**src/sv/radix_digit_converter_core_assert.svh**
```systemverilog
// ---------------------------------------------------------------------------
// Assertion macros for the radix digit converter
// Concurrent assertion wrappers shared by the converter's modules.
// ---------------------------------------------------------------------------
`ifndef RADIX_DIGIT_CONVERTER_CORE_ASSERT_SVH
`define RADIX_DIGIT_CONVERTER_CORE_ASSERT_SVH

// The consequent must hold in the same cycle as the antecedent.
`define RDC_ASSERT_SAME(label, clk, rstn, ante, cons, msg) \
    label: assert property (@(posedge clk) disable iff (!(rstn)) (ante) |-> (cons)) \
        else $error(msg);

// The consequent must hold in the cycle after the antecedent.
`define RDC_ASSERT_NEXT(label, clk, rstn, ante, cons, msg) \
    label: assert property (@(posedge clk) disable iff (!(rstn)) (ante) |=> (cons)) \
        else $error(msg);

`endif

```
**src/sv/rdc_pkg.sv**
```systemverilog
// ---------------------------------------------------------------------------
// rdc_pkg
// Types and constants shared by the radix digit converter modules.
// ---------------------------------------------------------------------------
package rdc_pkg;

    localparam int RADIX_W   = 5;
    localparam int DIGIT_W   = 4;
    localparam int CHAR_W    = 7;
    localparam int M_TDATA_W = 8;

    localparam logic [RADIX_W-1:0] RADIX_MIN = 5'd2;
    localparam logic [RADIX_W-1:0] RADIX_MAX = 5'd16;

    localparam logic [CHAR_W-1:0] ASCII_ZERO = 7'd48;
    localparam logic [CHAR_W-1:0] ASCII_A    = 7'd65;
    localparam logic [CHAR_W-1:0] ASCII_F    = 7'd70;
    localparam logic [CHAR_W-1:0] DIGIT_TEN  = 7'd10;

    typedef enum logic [3:0] {
        ST_IDLE = 4'b0001,
        ST_CONV = 4'b0010,
        ST_SKIP = 4'b0100,
        ST_EMIT = 4'b1000
    } state_t;

    // Commands from the controller to the datapath.
    typedef struct packed {
        logic load;   // capture a new value and radix, clear the chain
        logic step;   // shift one value bit into the digit chain
        logic skip;   // discard a leading zero digit
        logic take;   // move the top digit into the output register
    } cmd_t;

    // Status from the datapath to the controller.
    typedef struct packed {
        logic bits_done;  // the final value bit is being shifted in
        logic top_zero;   // the top digit of the chain is zero
        logic rem_one;    // exactly one digit is left in the chain
        logic overflow;   // the number has more digits than the chain holds
        logic out_last;   // the output register holds the final digit
    } sts_t;

    function automatic logic [CHAR_W-1:0] digit_to_ascii(input logic [DIGIT_W-1:0] digit);
        logic [CHAR_W-1:0] d_ext;
        d_ext = {{(CHAR_W-DIGIT_W){1'b0}}, digit};
        if (d_ext < DIGIT_TEN) begin
            return ASCII_ZERO + d_ext;
        end
        return ASCII_A + (d_ext - DIGIT_TEN);
    endfunction

endpackage

```
**src/sv/rdc_ctrl.sv**
```systemverilog
// ---------------------------------------------------------------------------
// rdc_ctrl
// Controller: sequences loading, bit conversion, leading-zero skipping and
// digit emission.
// ---------------------------------------------------------------------------
`include "radix_digit_converter_core_assert.svh"

module rdc_ctrl (
    input  logic          aclk,
    input  logic          aresetn,
    input  logic          s_tvalid,
    output logic          s_tready,
    output logic          m_tvalid,
    input  logic          m_tready,
    input  rdc_pkg::sts_t sts,
    output rdc_pkg::cmd_t cmd
);

    rdc_pkg::state_t state_reg;
    rdc_pkg::state_t state_next;

    assign s_tready = (state_reg == rdc_pkg::ST_IDLE);
    assign m_tvalid = (state_reg == rdc_pkg::ST_EMIT);

    always_comb begin
        state_next = state_reg;
        cmd        = '0;
        unique case (state_reg)
            rdc_pkg::ST_IDLE: begin
                if (s_tvalid) begin
                    cmd.load   = 1'b1;
                    state_next = rdc_pkg::ST_CONV;
                end
            end
            rdc_pkg::ST_CONV: begin
                cmd.step = 1'b1;
                if (sts.bits_done) begin
                    state_next = rdc_pkg::ST_SKIP;
                end
            end
            rdc_pkg::ST_SKIP: begin
                // Leading zeros are dropped, down to a single digit, unless the number
                // was cut short, in which case every stored digit is sent.
                if (!sts.overflow && sts.top_zero && !sts.rem_one) begin
                    cmd.skip = 1'b1;
                end else begin
                    cmd.take   = 1'b1;
                    state_next = rdc_pkg::ST_EMIT;
                end
            end
            rdc_pkg::ST_EMIT: begin
                if (m_tready) begin
                    if (sts.out_last) begin
                        state_next = rdc_pkg::ST_IDLE;
                    end else begin
                        cmd.take = 1'b1;
                    end
                end
            end
            default: begin
                state_next = rdc_pkg::ST_IDLE;
            end
        endcase
    end

    always_ff @(posedge aclk) begin
        if (!aresetn) begin
            state_reg <= rdc_pkg::ST_IDLE;
        end else begin
            state_reg <= state_next;
        end
    end

    `RDC_ASSERT_NEXT(a_busy_after_accept, aclk, aresetn, s_tvalid && s_tready, !s_tready, "input accepted again before the conversion started")
    `RDC_ASSERT_NEXT(a_idle_after_last, aclk, aresetn, m_tvalid && m_tready && sts.out_last, s_tready, "not idle after the final digit transaction")

endmodule

```
**src/sv/rdc_datapath.sv**
```systemverilog
// ---------------------------------------------------------------------------
// rdc_datapath
// Datapath: a chain of digit cells that absorbs the value one bit per cycle,
// most significant bit first, followed by the digit output register.
// ---------------------------------------------------------------------------
`include "radix_digit_converter_core_assert.svh"

module rdc_datapath #(
    parameter int VALUE_BITS = 63,
    parameter int MAX_DIGITS = 64
) (
    input  logic                                aclk,
    input  logic                                aresetn,
    input  logic [VALUE_BITS-1:0]               in_value,
    input  logic [rdc_pkg::RADIX_W-1:0]         in_radix,
    input  rdc_pkg::cmd_t                       cmd,
    output rdc_pkg::sts_t                       sts,
    output logic [rdc_pkg::CHAR_W-1:0]          out_char,
    output logic                                out_last
);

    localparam int BIT_CNT_W = $clog2(VALUE_BITS + 1);
    localparam int REM_W     = $clog2(MAX_DIGITS + 1);
    localparam int DW        = rdc_pkg::DIGIT_W;
    localparam int RW        = rdc_pkg::RADIX_W;

    logic [VALUE_BITS-1:0] value_reg;
    logic [RW-1:0]         radix_reg;
    logic [RW-1:0]         radix_sat;
    logic [DW-1:0]         cell_reg  [MAX_DIGITS];
    logic [DW-1:0]         cell_next [MAX_DIGITS];
    logic [RW-1:0]         cell_diff [MAX_DIGITS];
    logic                  overflow_reg;
    logic [BIT_CNT_W-1:0]  bit_cnt_reg;
    logic [REM_W-1:0]      rem_reg;
    logic [rdc_pkg::CHAR_W-1:0] char_reg;
    logic                  last_reg;

    logic [MAX_DIGITS-1:0] gen_vec;
    logic [MAX_DIGITS-1:0] prop_vec;
    logic [MAX_DIGITS:0]   add_a;
    logic [MAX_DIGITS:0]   add_b;
    logic [MAX_DIGITS:0]   add_sum;
    logic [MAX_DIGITS:0]   carry_vec;
    logic                  bit_in;
    logic [DW-1:0]         top_digit;
    logic [RW-1:0]         top_digit_ext;

    always_comb begin
        priority if (in_radix < rdc_pkg::RADIX_MIN) begin
            radix_sat = rdc_pkg::RADIX_MIN;
        end else if (in_radix > rdc_pkg::RADIX_MAX) begin
            radix_sat = rdc_pkg::RADIX_MAX;
        end else begin
            radix_sat = in_radix;
        end
    end

    assign bit_in        = value_reg[VALUE_BITS-1];
    assign top_digit     = cell_reg[MAX_DIGITS-1];
    assign top_digit_ext = {1'b0, top_digit};

    // Each cell doubles its digit and adds the carry from below. A cell sends
    // a carry up when twice its digit reaches the radix (generate) or when
    // twice its digit plus one equals the radix and a carry comes in
    // (propagate). The carries are resolved by one wide addition.
    always_comb begin
        for (int i = 0; i < MAX_DIGITS; i++) begin
            gen_vec[i]  = ({cell_reg[i], 1'b0} >= radix_reg);
            prop_vec[i] = ({cell_reg[i], 1'b1} == radix_reg);
        end
    end

    assign add_a     = {1'b0, gen_vec | prop_vec};
    assign add_b     = {1'b0, gen_vec};
    assign add_sum   = add_a + add_b + {{MAX_DIGITS{1'b0}}, bit_in};
    assign carry_vec = add_sum ^ add_a ^ add_b;

    always_comb begin
        for (int i = 0; i < MAX_DIGITS; i++) begin
            cell_diff[i] = {cell_reg[i], carry_vec[i]}
                         - (carry_vec[i+1] ? radix_reg : {RW{1'b0}});
            cell_next[i] = cell_diff[i][DW-1:0];
        end
    end

    // Payload registers.
    always_ff @(posedge aclk) begin
        if (cmd.load) begin
            value_reg <= in_value;
            radix_reg <= radix_sat;
            for (int i = 0; i < MAX_DIGITS; i++) begin
                cell_reg[i] <= '0;
            end
        end else if (cmd.step) begin
            value_reg <= {value_reg[VALUE_BITS-2:0], 1'b0};
            for (int i = 0; i < MAX_DIGITS; i++) begin
                cell_reg[i] <= cell_next[i];
            end
        end else if (cmd.skip || cmd.take) begin
            cell_reg[0] <= '0;
            for (int i = 1; i < MAX_DIGITS; i++) begin
                cell_reg[i] <= cell_reg[i-1];
            end
        end
        if (cmd.take) begin
            char_reg <= rdc_pkg::digit_to_ascii(top_digit);
            last_reg <= (rem_reg == REM_W'(1));
        end
    end

    // Counters and the overflow flag.
    always_ff @(posedge aclk) begin
        if (!aresetn) begin
            overflow_reg <= 1'b0;
            bit_cnt_reg  <= '0;
            rem_reg      <= '0;
        end else if (cmd.load) begin
            overflow_reg <= 1'b0;
            bit_cnt_reg  <= BIT_CNT_W'(VALUE_BITS);
            rem_reg      <= REM_W'(MAX_DIGITS);
        end else if (cmd.step) begin
            overflow_reg <= overflow_reg | add_sum[MAX_DIGITS];
            bit_cnt_reg  <= bit_cnt_reg - BIT_CNT_W'(1);
        end else if (cmd.skip || cmd.take) begin
            rem_reg <= rem_reg - REM_W'(1);
        end
    end

    assign sts.bits_done = (bit_cnt_reg == BIT_CNT_W'(1));
    assign sts.top_zero  = (top_digit == '0);
    assign sts.rem_one   = (rem_reg == REM_W'(1));
    assign sts.overflow  = overflow_reg;
    assign sts.out_last  = last_reg;

    assign out_char = char_reg;
    assign out_last = last_reg;

    `RDC_ASSERT_NEXT(a_digit_char_range, aclk, aresetn, cmd.take, out_char >= rdc_pkg::ASCII_ZERO && out_char <= rdc_pkg::ASCII_F, "digit character outside 0-9 and A-F")
    `RDC_ASSERT_NEXT(a_top_digit_below_radix, aclk, aresetn, cmd.step, top_digit_ext < radix_reg, "top digit cell not below the radix")

endmodule

```
**src/sv/radix_digit_converter_core.sv**
```systemverilog
// ---------------------------------------------------------------------------
// radix_digit_converter_core
// Converts a non-negative integer into its digits in a base from 2 to 16 and
// sends them as uppercase ASCII characters, most significant first.
// ---------------------------------------------------------------------------
//
//   Channel   Direction   Contents
//   s_*       in          value and radix of one number
//   m_*       out         one ASCII digit, tlast on the least significant
//
// A number is loaded, its bits are shifted into the digit cell chain, each
// leading zero cell is dropped, the leading digit is moved into the output
// register and then the digits are sent one by one, most significant first.
// The one-bit-per-cycle shift into the cell chain sets the conversion time.
// s_tready is high only while the core is idle; a low m_tready holds the
// current digit. aresetn is synchronous; the digit cells are not cleared.
// ---------------------------------------------------------------------------
module radix_digit_converter_core #(
    parameter int VALUE_BITS = 63,
    parameter int MAX_DIGITS = 64,
    localparam int S_TDATA_W = ((VALUE_BITS + rdc_pkg::RADIX_W + 7) / 8) * 8
) (
    input  logic                          aclk,
    input  logic                          aresetn,
    input  logic                          s_tvalid,
    output logic                          s_tready,
    input  logic [S_TDATA_W-1:0]          s_tdata,   // value, radix
    output logic                          m_tvalid,
    input  logic                          m_tready,
    output logic [rdc_pkg::M_TDATA_W-1:0] m_tdata,   // digit_char
    output logic                          m_tlast
);

    rdc_pkg::cmd_t                 cmd;
    rdc_pkg::sts_t                 sts;
    logic [rdc_pkg::CHAR_W-1:0]    out_char;

    rdc_ctrl u_ctrl (
        .aclk     (aclk),
        .aresetn  (aresetn),
        .s_tvalid (s_tvalid),
        .s_tready (s_tready),
        .m_tvalid (m_tvalid),
        .m_tready (m_tready),
        .sts      (sts),
        .cmd      (cmd)
    );

    rdc_datapath #(
        .VALUE_BITS (VALUE_BITS),
        .MAX_DIGITS (MAX_DIGITS)
    ) u_datapath (
        .aclk     (aclk),
        .aresetn  (aresetn),
        .in_value (s_tdata[VALUE_BITS-1:0]),
        .in_radix (s_tdata[VALUE_BITS +: rdc_pkg::RADIX_W]),
        .cmd      (cmd),
        .sts      (sts),
        .out_char (out_char),
        .out_last (m_tlast)
    );

    assign m_tdata = {{(rdc_pkg::M_TDATA_W - rdc_pkg::CHAR_W){1'b0}}, out_char};

endmodule

```
**config.mk**
```make
export PLATFORM = sky130hd
export DESIGN_NAME = radix_digit_converter_core
export DESIGN_NICKNAME = d
export VERILOG_FILES = /design/src/sv/rdc_pkg.sv /design/src/sv/rdc_ctrl.sv /design/src/sv/rdc_datapath.sv /design/src/sv/radix_digit_converter_core.sv
export VERILOG_INCLUDE_DIRS = /design/src /design/src/sv
export SDC_FILE = /design/constraint.sdc
export NUM_CORES = 2
export LEC_CHECK = 0
export BUFFER_PORTS_ARGS = -buffer_cell sky130_fd_sc_hd__buf_2
export CORE_MARGIN = 5
export CORE_UTILIZATION = 65
export CTS_CLUSTER_SIZE = 40
export DETAILED_ROUTE_END_ITERATION = 6
export MAX_ROUTING_LAYER = met4
export PLACE_DENSITY = 0.83
export SYNTH_ARGS = -nofsm -noshare
export SYNTH_HDL_FRONTEND = slang
export SYNTH_SLANG_ARGS = --single-unit
```
**constraint.sdc**
```tcl
create_clock -name aclk -period 8.3 [get_ports aclk]
set_clock_uncertainty 0.1 [all_clocks]
set_input_delay 2.075 -clock aclk [delete_from_list [all_inputs] [get_ports aclk]]
set_output_delay 2.075 -clock aclk [all_outputs]
set_load 0.01 [all_outputs]
```
== Yosys cells after proc, flatten, opt, wreduce, memory -nomap -nowiden ==
Memories as Yosys holds them, arrays and structs flattened.
Index checks and enable logic that the tools add are counted.

* Register bits after elaboration: 94
* Bits in writable memories: 256
* Output and inout bits: 11
* Memories kept: 1

{| class="wikitable"
|+ Memories
! memory !! words !! bits a word !! read ports !! clocked after memory_dff !! write ports !! RTL line !! source
|-
| u_datapath.cell_reg || 64 || 4 || 64 || 0 || 64 || rdc_datapath.sv:30 || <nowiki>logic [DW-1:0] cell_reg [MAX_DIGITS];</nowiki>
|}

* Mux-type cells: 228
* Reduce and logical (&&, ||, !) cells: 13
* Add/sub/neg operators: 71
* Bitwise operators: 134
* Equality and inequality tests: 76
* Magnitude comparators: 67

{| class="wikitable"
|+ Operators by type and width
! operator !! number
|-
| $mux 4 || 197
|-
| $eq 5x5->1 || 64
|-
| $ge 5x5->1 || 64
|-
| $sub 4x4->4 || 64
|-
| $xor 65x64->65 || 2
|-
| $or 1x1->1 || 129
|-
| $mux 63 || 2
|-
| $add 64x64->65 || 1
|-
| $add 65x1->65 || 1
|-
| $or 64x64->64 || 1
|-
| $mux 7 || 5
|-
| $mux 1 || 19
|-
| $pmux 4 s4 || 1
|-
| $mux 6 || 2
|-
| $add 6x4->7 const A || 1
|-
| $add 7x7->7 const A || 1
|-
| $eq 7x1->1 const B || 1
|-
| $sub 7x1->7 const B || 1
|-
| $eq 6x1->1 const B || 1
|-
| $ne 2x1->1 const B || 3
|-
| $ne 2x2->1 const B || 3
|-
| $sub 6x1->6 const B || 1
|-
| $gt 5x5->1 const B || 1
|-
| $lt 5x2->1 const B || 1
|-
| other kinds (17) || 23
|}

== Logic depth before layout (Yosys ltp) ==
An unclocked memory read counts as a cell.

* Depth in word-level cells: 12
* Mapped depth: 29

== Cells and area by module ==
Synthesis repeated with hierarchy kept, for this count alone.

* Cell total of the unflattened synthesis: 3,399
* Area total of the unflattened synthesis: 31,935.6 sq um

{| class="wikitable"
|+ Modules (own cells, without submodules)
! module !! cells an instance !! times used !! area each (sq um)
|-
| rdc_datapath || 3,361 || 1 || 31,569.0
|-
| rdc_ctrl || 36 || 1 || 355.3
|-
| radix_digit_converter_core || 2 || 1 || 11.3
|}

== Least setup slack after synthesis ==
Ideal clock, no wire load.

* Kind: reg-to-reg
* From: reg u_datapath.radix_reg[3]
* To: mem u_datapath.cell_reg[0][235] (netlist name), data pin
* Buffers on the path: 2
* Arrival time: 6,993 ps
* Slack: 1,048 ps
* Cell stages (with the launch flop): 26
* Required time: 8,041 ps
* Setup time: 159 ps
* Path through: edfxtp_1 -> clkbuf_1 -> clkinv_1 -> clkbuf_1 -> ha_1 -> a21o_1 -> a21oi_1 -> and2_1 -> a311o_1 -> inv_2 -> o211a_1 -> or4b_1 -> a21oi_1 -> o31ai_1 -> a211o_1 -> nand2_1 -> inv_1 -> o21ai_1 -> nand2_1 -> ha_1 -> a21o_1 -> a21oi_1 -> xnor2_1 -> nand2_1 -> or4_1 -> o211ai_1

{| class="wikitable"
|+ RTL lines
! item !! RTL line !! source
|-
| start, declared || rdc_datapath.sv:28 || <nowiki>logic [RW-1:0] radix_reg;</nowiki>
|-
| start signal, assigned || rdc_datapath.sv:91 || <nowiki>radix_reg <= radix_sat;</nowiki>
|-
| end, declared || rdc_datapath.sv:30 ||
|}

==> PnR_summary.wiki <==
{| class="wikitable"
! Metric !! Value
|-
| Unrepaired setup endpoints after global routing || no
|-
| Syn_nets || 4186
|-
| Fin crit period || 7.32 ns
|-
| Clock tree root buffer cell || sky130_fd_sc_hd__clkbuf_16
|-
| Worst setup path category || reg -> reg
|-
| Final net count || 4208
|-
| Sequential share of the synthesized area || 0.320
|-
| Lkg Pwr || 0.0142 uW
|-
| Vias in the first global route || 27082
|-
| Fraction of registers with async set/reset || 0
|-
| Number of antenna cells inserted || 0
|-
| Library cell occupying the most area in the post-synthesis netlist || sky130_fd_sc_hd__edfxtp_1
|-
| Remaining global-route overflow || 0
|-
| Crit share post-route || 0.882
|-
| Clock sink count || 350
|-
| Number of buffers added on ports || 81
|-
| Number of remaining DRC errors || 0
|-
| Fin area || 0.0345 mm^2
|-
| Post-CTS Setup Repair Bufs || 0
|-
| CTS H-Tree Depth || 2
|-
| Maximum fanout along the worst path || 25
|-
| Number of vias per cell || 6.36
|-
| Yosys warnings || 0
|-
| Number of instances resized during post-cts repair || 0
|-
| Worst slew margin relative to its limit || 0.286
|-
| Die extent in x || 233 um
|-
| Remaining antenna violation count || 0
|-
| Count of standard-cell rows || 81
|-
| Status || finished clean
|-
| Worst-case vdd ir drop || 0.179 mV
|-
| Via count || 27371
|-
| Max FFs per register || 256
|-
| Slew of the pin with the lowest slew margin || 1.07 ns
|-
| Share of Yosys cell area claimed by the top area cell type || 0.309
|-
| Number of top-level pins || 87
|-
| Proportion of layout cells with a drive suffix above 1 || 0.0662
|-
| Number of violations of the max-capacitance limit || 0
|-
| Drt pass-1 iters || 5
|-
| # fillers || 3823
|-
| Setup TNS after final layout || 0 ns
|-
| Die boundary height || 233 um
|-
| Placement Cell Area || 0.0332 mm^2
|-
| Clk pin slew, worst setup/hold paths || 0.07 ns
|-
| Count of cell types in the netlist || 102
|-
| Number of hold buffers added after cts || 0
|-
| Wire length per cell after detailed routing || 19.0 um
|-
| Wire length reported by the detailed router || 81900 um
|-
| Effective utilization at floorplan || 0.657
|-
| Wire length of the first global-routing pass || 135000 um
|-
| Register bit count reported by yosys || 350
|-
| Critical path startpoint category || register
|-
| Worst reg-to-reg setup slack || 0.98 ns
|-
| Avg Inst Size Synth || 8.99 um^2
|-
| Number of buffers on the longest clock path || 3
|-
| Global placer's final weighted congestion || 0.958
|-
| Post-synthesis instance area || 0.0322 mm^2
|-
| Half-perimeter wire length after placement || 55600 um
|-
| Power Density || 248 mW/mm^2
|-
| Required time at the endpoint of the critical path || 8.64 ns
|-
| Setup crit start || u_datapath.radix_reg[1]
|-
| Worst setup EP type || register
|-
| Number of pins with negative max-slew slack in the final report || 0
|-
| Arrival @ worst endpoint || 7.66 ns
|-
| Number of antenna violations at the first check in global routing || 0
|-
| Source-to-sink clock delay at the later pin of the worst-skew pair || 0.61 ns
|-
| FMAX || 137 MHz
|-
| CTS tree || yes
|-
| Cell types occupying the most area after synthesis || sky130_fd_sc_hd__edfxtp_1, sky130_fd_sc_hd__ha_1, sky130_fd_sc_hd__nand2_1
|-
| Final Setup Violations || 0
|-
| Dominant cell by count in the synthesized netlist || sky130_fd_sc_hd__nand2_1
|-
| Standard cell core area || 0.0491 mm^2
|-
| Synth-to-layout area growth || 7.02%
|-
| Total clock buffers created by CTS || 42
|-
| Worst Min Path Start || u_datapath.overflow_reg
|-
| Ranking of synthesized cells by instance count || sky130_fd_sc_hd__nand2_1, sky130_fd_sc_hd__ha_1, sky130_fd_sc_hd__edfxtp_1
|-
| Total count of hold-check failures in the final report || 0
|-
| Largest net degree at the start of global routing || 229
|-
| Floorplan die area || 0.0542 mm^2
|-
| Drt initial violations || 2644
|-
| Critical R2R Launch || u_datapath.radix_reg[1]
|-
| Gate Count Post-Synth || 3588
|-
| Post-synth EDFFs || 332
|-
| Dominant synthesized flop cell || sky130_fd_sc_hd__edfxtp_1
|-
| Type of the worst min-delay path || reg -> reg
|-
| Overall Global Routing Usage || 0.307
|}
-- final timing paths --
check | to | cells past startpoint
setup / recovery | u_datapath.cell_reg[0][235] | 21
hold / removal | u_datapath.overflow_reg | 2
setup reg to reg | u_datapath.cell_reg[0][235] | 21
hold reg to reg | u_datapath.overflow_reg | 2
-- layout by cell type, fill, tap and decap left out, drive strengths merged, types with 11 or more instances in the layout --
cell      n
o211ai   18
nand2b   41
or4      14
o31ai    80
and4     11
or2      23
clkbuf   60
buf     112
fa       64
nor3     43
o21a     51
nand4    33
o21ai   244
nor4     29
o21bai   15
inv     198
nor2b    45
nand2   682
ha      458
xor2     49
edfxtp  332
a22o     21
or3      26
nor2    171
clkinv   17
a211oi   20
a21o    122
a21oi   177
dfxtp    18
and2     20
and3     58
nand3    82
xnor2   138
nand3b   14
a21boi   18
-- where the power goes --
part	switching, uW	internal, uW
registers	325	2450
logic	2280	1710
clock network	803	1000
total	3410	5160
-- critical path: stages, from the launching register on --
cell and delay [ns]:
sky130_fd_sc_hd__edfxtp_1 0.66, sky130_fd_sc_hd__clkinv_2 0.62, sky130_fd_sc_hd__ha_1 0.50, sky130_fd_sc_hd__nor2b_1 0.15, sky130_fd_sc_hd__o211a_1 0.24, sky130_fd_sc_hd__or4_1 0.55
sky130_fd_sc_hd__or3_1 0.35, sky130_fd_sc_hd__or4b_1 0.60, sky130_fd_sc_hd__a21oi_1 0.43, sky130_fd_sc_hd__o31ai_1 0.25, sky130_fd_sc_hd__a211o_1 0.33, sky130_fd_sc_hd__nand2_1 0.20
sky130_fd_sc_hd__inv_1 0.13, sky130_fd_sc_hd__o21ai_1 0.32, sky130_fd_sc_hd__nand2_1 0.17, sky130_fd_sc_hd__ha_1 0.35, sky130_fd_sc_hd__a21o_1 0.18, sky130_fd_sc_hd__a21oi_1 0.17
sky130_fd_sc_hd__xnor2_1 0.21, sky130_fd_sc_hd__nand2_1 0.11, sky130_fd_sc_hd__or4_1 0.43, sky130_fd_sc_hd__o211ai_1 0.11
-- cells by family (layout without fill, tap and decap cells) --
logic type               Yosys count  after routing  share of synthesized area
AO/OA/AOI/OAI                    866            866                      0.177
adder cells (fa/ha/maj)          522            522                      0.217
flip-flops                       350            350                      0.320
other                              1              1                   0.000116
buffers and inverters            336            388                     0.0416
AND/OR/NAND/NOR                 1326           1326                      0.193
XOR/XNOR                         187            187                     0.0508
-- final cells by class --
cell class                      count  area (um^2)  area share
Inverter                          202          767      0.0222
Tap cell                          664          831      0.0241
Multi-Input combinational cell   2902        20600       0.597
Clock buffer                       60         1190      0.0345
Sequential cell                   350        10300       0.299
Clock inverter                     14          111     0.00323
Timing Repair Buffer              112          663      0.0192
-- stage by stage --
stage               instances  setup slack, ns   util  hold slack, ns  power, uW
floorplan                3588             1.05      -           0.328       5780
global placement         4230             1.27  0.677           0.347       6540
detailed placement       4230             1.11  0.677           0.357       6700
CTS                      4304             1.10  0.703           0.381       8530
global route             4304            0.634  0.703           0.430       9220
finish                   4304            0.982  0.703           0.380       8570
-- metal layers --
metal | track usage | wire, um
met1 | 0.411 | 35000
met2 | 0.487 | 37300
met3 | 0.0438 | 6890
met4 | 0.100 | 2660
met5 | - | 0
Power figures use the tool's default switching activity.
